`src/rtl/mcsp_pkg.sv`:
```
// Shared constants and result type of the media command stream parser.
package mcsp_pkg;

  localparam logic [7:0] CMD_MEDIA_TIME = 8'd17;
  localparam logic [7:0] SUB_FLUSH      = 8'd22;
  localparam logic [7:0] SUB_PUSH       = 8'd23;
  localparam logic [7:0] CMD_NEW_CELL   = 8'd41;

  localparam int PUSH_RECORD_LEN = 16;
  localparam int HEADER_LEN      = 8;

  localparam logic [31:0] PUSH_BODY_LEN = 32'(PUSH_RECORD_LEN - HEADER_LEN);
  localparam logic [2:0]  DELTA_BYTES   = 3'd4;

  typedef struct packed {
    logic        delta_valid;
    logic [32:0] ts_delta;
    logic        buffer_done;
    logic        status;
  } result_t;

endpackage

```
`src/rtl/mcsp_parse_core.sv`:
```
// Record parser state and per-item next-state and result logic.
module mcsp_parse_core
  import mcsp_pkg::*;
(
  input  logic       clk,
  input  logic       rst,
  input  logic       fire,
  input  logic [7:0] data_byte,
  input  logic       end_of_buffer,
  output result_t    result,
  output logic       has_result
);

  typedef enum logic [1:0] {
    PH_HEADER = 2'd0,
    PH_BODY   = 2'd1,
    PH_ERROR  = 2'd2
  } phase_t;

  phase_t      phase, phase_next;
  logic [2:0]  header_count, header_count_next;
  logic [7:0]  command_code, command_code_next;
  logic [7:0]  sub_command, sub_command_next;
  logic [31:0] length_word, length_word_next;
  logic [31:0] bytes_left, bytes_left_next;
  logic [31:0] delta_word, delta_word_next;
  logic [2:0]  payload_pos, payload_pos_next;
  result_t     res;

  always_comb begin
    phase_next        = phase;
    header_count_next = header_count;
    command_code_next = command_code;
    sub_command_next  = sub_command;
    length_word_next  = length_word;
    bytes_left_next   = bytes_left;
    delta_word_next   = delta_word;
    payload_pos_next  = payload_pos;
    res               = '0;
    unique case (phase)
      PH_HEADER: begin
        if (header_count == 3'd0) begin
          command_code_next = data_byte;
        end
        if (header_count == 3'd4) begin
          sub_command_next = data_byte;
          length_word_next = {24'd0, data_byte};
        end else if (header_count > 3'd4) begin
          length_word_next = {length_word[23:0], data_byte};
        end
        if (header_count == 3'd7) begin
          header_count_next = 3'd0;
          if (command_code == CMD_MEDIA_TIME && sub_command == SUB_FLUSH) begin
            phase_next = PH_HEADER;
          end else if (command_code == CMD_MEDIA_TIME && sub_command == SUB_PUSH) begin
            bytes_left_next = PUSH_BODY_LEN;
            phase_next      = PH_BODY;
          end else if (command_code == CMD_NEW_CELL) begin
            bytes_left_next  = length_word_next;
            payload_pos_next = 3'd0;
            delta_word_next  = 32'd0;
            phase_next       = (length_word_next == 32'd0) ? PH_HEADER : PH_BODY;
          end else begin
            phase_next = PH_ERROR;
          end
        end else begin
          header_count_next = header_count + 3'd1;
        end
      end
      PH_BODY: begin
        if (command_code == CMD_NEW_CELL && length_word >= 32'(DELTA_BYTES) &&
            payload_pos < DELTA_BYTES) begin
          delta_word_next  = {delta_word[23:0], data_byte};
          payload_pos_next = payload_pos + 3'd1;
          if (payload_pos_next == DELTA_BYTES) begin
            res.delta_valid = 1'b1;
            res.ts_delta    = {delta_word_next, 1'b0};
          end
        end
        if (bytes_left != 32'd0) begin
          bytes_left_next = bytes_left - 32'd1;
        end
        if (bytes_left_next == 32'd0) begin
          phase_next        = PH_HEADER;
          header_count_next = 3'd0;
        end
      end
      default: begin
        phase_next = PH_ERROR;
      end
    endcase
    if (end_of_buffer) begin
      res.buffer_done   = 1'b1;
      res.status        = !(phase_next == PH_HEADER && header_count_next == 3'd0);
      phase_next        = PH_HEADER;
      header_count_next = 3'd0;
      command_code_next = 8'd0;
      sub_command_next  = 8'd0;
      length_word_next  = 32'd0;
      bytes_left_next   = 32'd0;
      delta_word_next   = 32'd0;
      payload_pos_next  = 3'd0;
    end
  end

  assign result     = res;
  assign has_result = res.delta_valid || res.buffer_done;

  always_ff @(posedge clk) begin
    if (rst) begin
      phase        <= PH_HEADER;
      header_count <= 3'd0;
      command_code <= 8'd0;
      sub_command  <= 8'd0;
      length_word  <= 32'd0;
      bytes_left   <= 32'd0;
      delta_word   <= 32'd0;
      payload_pos  <= 3'd0;
    end else if (fire) begin
      phase        <= phase_next;
      header_count <= header_count_next;
      command_code <= command_code_next;
      sub_command  <= sub_command_next;
      length_word  <= length_word_next;
      bytes_left   <= bytes_left_next;
      delta_word   <= delta_word_next;
      payload_pos  <= payload_pos_next;
    end
  end

endmodule

```
`src/rtl/mcsp_out_reg.sv`:
```
// Result register of the output channel.
module mcsp_out_reg
  import mcsp_pkg::*;
(
  input  logic        clk,
  input  logic        rst,
  input  logic        load,
  input  result_t     result,
  input  logic        out_ready,
  output logic        out_valid,
  output logic        delta_valid,
  output logic [32:0] ts_delta,
  output logic        buffer_done,
  output logic        status
);

  result_t held;

  always_ff @(posedge clk) begin
    if (rst) begin
      out_valid <= 1'b0;
    end else if (load) begin
      out_valid <= 1'b1;
    end else if (out_ready) begin
      out_valid <= 1'b0;
    end
  end

  always_ff @(posedge clk) begin
    if (load) begin
      held <= result;
    end
  end

  assign delta_valid = held.delta_valid;
  assign ts_delta    = held.ts_delta;
  assign buffer_done = held.buffer_done;
  assign status      = held.status;

endmodule

```
`src/rtl/media_command_stream_parser.sv`:
```
// Top level of the media command stream parser: input register, parser, result register.
//
//   channel  direction  payload                                        handshake
//   in       to block   data_byte, end_of_buffer                       in_valid / in_ready
//   out      from block delta_valid, ts_delta, buffer_done, status     out_valid / out_ready
//
// One byte per cycle unless a held result stalls the input register; as the parse state
// updates from the input register, the byte's result loads into the result register.
// Synchronous reset returns the parser to the header phase and empties both registers.
// A held result stalls the input register only; bytes without a result never stall.
module media_command_stream_parser
  import mcsp_pkg::*;
(
  input  logic        clk,
  input  logic        rst,
  input  logic        in_valid,
  output logic        in_ready,
  input  logic [7:0]  data_byte,
  input  logic        end_of_buffer,
  output logic        out_valid,
  input  logic        out_ready,
  output logic        delta_valid,
  output logic [32:0] ts_delta,
  output logic        buffer_done,
  output logic        status
);

  logic       in_full;
  logic [7:0] in_byte;
  logic       in_last;
  logic       fire;
  logic       has_result;
  logic       load;
  result_t    result;

  assign fire     = in_full && (!out_valid || out_ready || !has_result);
  assign in_ready = !in_full || fire;
  assign load     = fire && has_result;

  always_ff @(posedge clk) begin
    if (rst) begin
      in_full <= 1'b0;
    end else if (in_ready) begin
      in_full <= in_valid;
    end
  end

  always_ff @(posedge clk) begin
    if (in_valid && in_ready) begin
      in_byte <= data_byte;
      in_last <= end_of_buffer;
    end
  end

  mcsp_parse_core u_core (
    .clk           (clk),
    .rst           (rst),
    .fire          (fire),
    .data_byte     (in_byte),
    .end_of_buffer (in_last),
    .result        (result),
    .has_result    (has_result)
  );

  mcsp_out_reg u_out (
    .clk         (clk),
    .rst         (rst),
    .load        (load),
    .result      (result),
    .out_ready   (out_ready),
    .out_valid   (out_valid),
    .delta_valid (delta_valid),
    .ts_delta    (ts_delta),
    .buffer_done (buffer_done),
    .status      (status)
  );

endmodule

```
`config.mk`:
```
export PLATFORM = sky130hd
export DESIGN_NAME = media_command_stream_parser
export DESIGN_NICKNAME = d
export VERILOG_FILES = /design/src/rtl/mcsp_pkg.sv /design/src/rtl/mcsp_parse_core.sv /design/src/rtl/mcsp_out_reg.sv /design/src/rtl/media_command_stream_parser.sv
export SDC_FILE = /design/constraint.sdc
export NUM_CORES = 1
export LEC_CHECK = 0
export ABC_CLOCK_PERIOD_IN_PS = 6700
export BUFFER_PORTS_ARGS = -buffer_cell sky130_fd_sc_hd__buf_2
export CORE_MARGIN = 5
export CORE_UTILIZATION = 35
export DETAILED_ROUTE_END_ITERATION = 7
export PLACE_DENSITY = 0.51
export SLEW_MARGIN = 15
export SYNTH_ARGS = -nofsm -noshare
export SYNTH_HDL_FRONTEND = slang
export SYNTH_SLANG_ARGS = --single-unit
```
`constraint.sdc`:
```
create_clock -name clk -period 6.7 [get_ports clk]
set_input_delay 1.675 -clock clk [delete_from_list [all_inputs] [get_ports clk]]
set_output_delay 1.675 -clock clk [all_outputs]
set_load 0.005 [all_outputs]
```
==> out/results.ini <==
[floorplan]
start_util = 0.358
core_area_um2 = 22000
rows = 54
die_y_um = 160
io_pins = 51
die_area_um2 = 25600
die_x_um = 160

[sta]
fmax_mhz = 230
worst_pin_slew_ns = 1.09
setup_viol = 0
skew_ns = 0.0115
finalHoldViolations = 0
setup_ws_ns = 2.35
post-route-period-util = 0.649
drv_slew = 0
slew_headroom = 0.270
tns_ns = 0
rsz0062_at_grt = false
period_needed_ns = 4.35

[power_and_ir_drop]
p_sw_frac = 0.264
leakagePower_nw = 3.17
p_sw_uw = 559
intPower_mw = 1.56
clkPwrFrac = 0.459
ir_drop_v = 0.000114
p_comb_frac = 0.069
power_frac_seq = 0.473
power_density_nw_per_um2 = 239

[yosys]
synth_edf_count = 44
syn_area_um2 = 7880
synth_top_cell_by_area = dfxtp_1
ys_types = 73
yosysWarnings = 0
ys_ff_latch = 158
syn_nets = 907
synth_area_leaders = dfxtp_1, edfxtp_1, a22oi_1
ys.flop_type = dfxtp_1
syn_inst = 887
yosysSeqAreaShare = 0.457
syn-mean-instance-area_um2 = 8.88
synth_top_area_share = 0.290
postSynth.asyncResetShare = 0

[placed_design]
gp_congestion = 0.864
place_hpwl_um = 15000
io_buffers = 49
dp_slack_ns = 2.63

[routing]
route.detailed.drc = 0
drtPass1Iterations = 6
drt-total-wl_um = 22500
dr_total_vias = 6751
drtIter0Drc = 525
ant_nets = 0
wl_per_cell_um = 18.9
vias_per_cell = 5.66

[run_status]
status = finished, final reports clean

[critical_path]
cpPeakStageDelay_ns = 0.55
regToRegStartpoint = u_core.header_count[2]$_SDFFE_PP0P_
arrival_ns = 2.67
crit_chain = or4b_1 > nor4_1 > o311a_1 > buf_4 > o21ai_0 > or2_2 > buf_2
r2r_cells = 8
reg2reg_slack_ns = 2.89
crit_path_top_delay_cell = or4b_1
worstPathRequired_ns = 5.03
worstSetupStartpointType = flip-flop
r2r_end = u_out.status$_SDFFCE_PN0P_
crit_type = flip-flop to output port
critical_path_buf_inv_count = 2
cp-end-kind = output port
crit_path_max_fanout = 36
cp_top_family = simple AND/OR/NAND/NOR gates

[clock_network]
cts_tree = built
ctsHoldBuffers = 0
cts_resized = 0
clk_pin_slew_worst_paths_ns = 0.07
clkLatencyLatePin_ns = 0.44
htree_levels = 4
cts.path.max_buffers = 2
root_buffer = clkbuf_16
clock-sinks = 158
cts_inserted_buffers = 17
cts_setup_buffers = 0

[global_routing]
grt.total_usage = 0.176
antenna_found_initial = 0
grt_pass1_vias = 6325
grt_overflow_total = 0
grt_max_degree = 71
grt_pass1_wl_um = 36300

[layout]
fillers = 2224
diodes = 0
nNetsFinal = 920
syn2layout_area_growth_pct = 12.6
layout-drive-gt1-share = 0.128

[hold_path]
hold_depth = 2
min-delay-path-class = flip-flop to flip-flop
holdPathEnd = u_core.delta_word[21]$_SDFFE_PP0P_
hp-start = u_core.delta_word[21]$_SDFFE_PP0P_

[flow_run]
drv_cap = 0

[power by group through the flow]
stage          sequential [mW]  combinational, mW  clock, mW
6_report                  1.00              0.145      0.972
5_1_grt                   1.00              0.160       1.03
4_1_cts                   1.00              0.145      0.988
3_5_place_dp              1.02              0.145          0
3_3_place_gp              1.02              0.145          0
2_1_floorplan             1.02              0.106          0
[cells in the mapped netlist, types with 12 or more instances]
cell type  count
a22oi_1       57
or3_1         13
nand3_1       22
a31oi_1       12
nor2_1       111
and2_1        42
inv_1         13
dfxtp_1      114
edfxtp_1      44
nor4_1        28
nand2_1       63
a21oi_1       68
nor3_1        56
o2bb2ai_1     24
clkbuf_1      43
buf_2         17
xor2_1        13
[kinds of logic after synthesis]
group	share of synthesized area
fa+ha+maj	0.0111
compound gates	0.191
simple gates	0.260
xor+xnor	0.0256
buf+inv	0.0427
other cells	0.000476
mux	0.0118
flops	0.457
[stage by stage]
stage | hold slack [ns] | total power [mW] | std cells | instance area (um2) | utilization
floorplan | 0.427 | 1.13 | 887 | 7880 | -
global placement | 0.436 | 1.17 | 1161 | 8300 | 0.377
detailed placement | 0.440 | 1.17 | 1161 | 8300 | 0.377
CTS | 0.450 | 2.14 | 1193 | 8870 | 0.403
global route | 0.472 | 2.19 | 1193 | 8870 | 0.403
finish | 0.447 | 2.12 | 1193 | 8870 | 0.403
[metal layers]
layer / global-route usage / wire, um
met4: 0.0610 / 563
met2: 0.267 / 10100
met3: 0.0309 / 929
met5: 0 / 0
met1: 0.251 / 10900
[registers in the layout (all words and copies together), names as in the netlist]
signal / flops
in_byte: 8
in_full: 1
in_last: 1
u_core.bytes_left: 32
u_core.command_code: 8
u_core.delta_word: 24
u_core.header_count: 3
u_core.length_word: 32
u_core.payload_pos: 3
u_core.phase: 2
u_core.sub_command: 8
u_out.buffer_done: 1
u_out.delta_valid: 1
u_out.out_valid: 1
u_out.status: 1
u_out.ts_delta: 32
[worst max-delay path by stage]
stage	start	to	cells after the start
3_5_place_dp	out_ready	in_ready	4
4_1_cts	u_core.command_code[1]$_SDFFE_PP0P_	in_ready	7
5_1_grt	u_core.command_code[1]$_SDFFE_PP0P_	in_ready	7
3_3_place_gp	out_ready	in_ready	4
6_report	u_core.command_code[1]$_SDFFE_PP0P_	in_ready	7
2_1_floorplan	out_ready	u_out.buffer_done$_DFFE_PP_	4
[cell usage in the layout (no fill, tap or decap), drive strengths merged, types with 3 or more instances in the layout]
cell type,instances
mux2i,7
nor4b,4
or3,13
o21bai,3
a21oi,69
inv,21
a22oi,57
o21ai,13
o2bb2ai,24
buf,59
nor4,32
nor2b,11
ha,7
clkbuf,18
or4,3
or4b,3
or2,6
xnor2,10
nand2b,6
edfxtp,44
nor3,56
o41ai,4
a2bb2oi,5
and2,42
nand4,6
nand3,23
nand3b,5
nor2,111
nor3b,3
clkinv,5
o22a,3
dfxtp,114
xor2,13
a22o,8
a31oi,12
nand2,63
[area by class of cell]
class | count | area [um2] | share of cell area
clock buffer | 18 | 429 | 0.0484
clock inverter | 14 | 145 | 0.0164
inverter | 14 | 52.6 | 0.00592
multi-input combinational | 650 | 3970 | 0.447
sequential | 158 | 3600 | 0.406
tap | 280 | 350 | 0.0395
timing repair buffer | 59 | 323 | 0.0364
[worst min-delay path: cells and delay by family (launching register included)]
kind | cells | cell delay, ns
simple gates | 1 | 0.05
compound gates | 1 | 0.05
flops | 1 | 0.31
No activity file was read; power rests on OpenSTA's default activity.
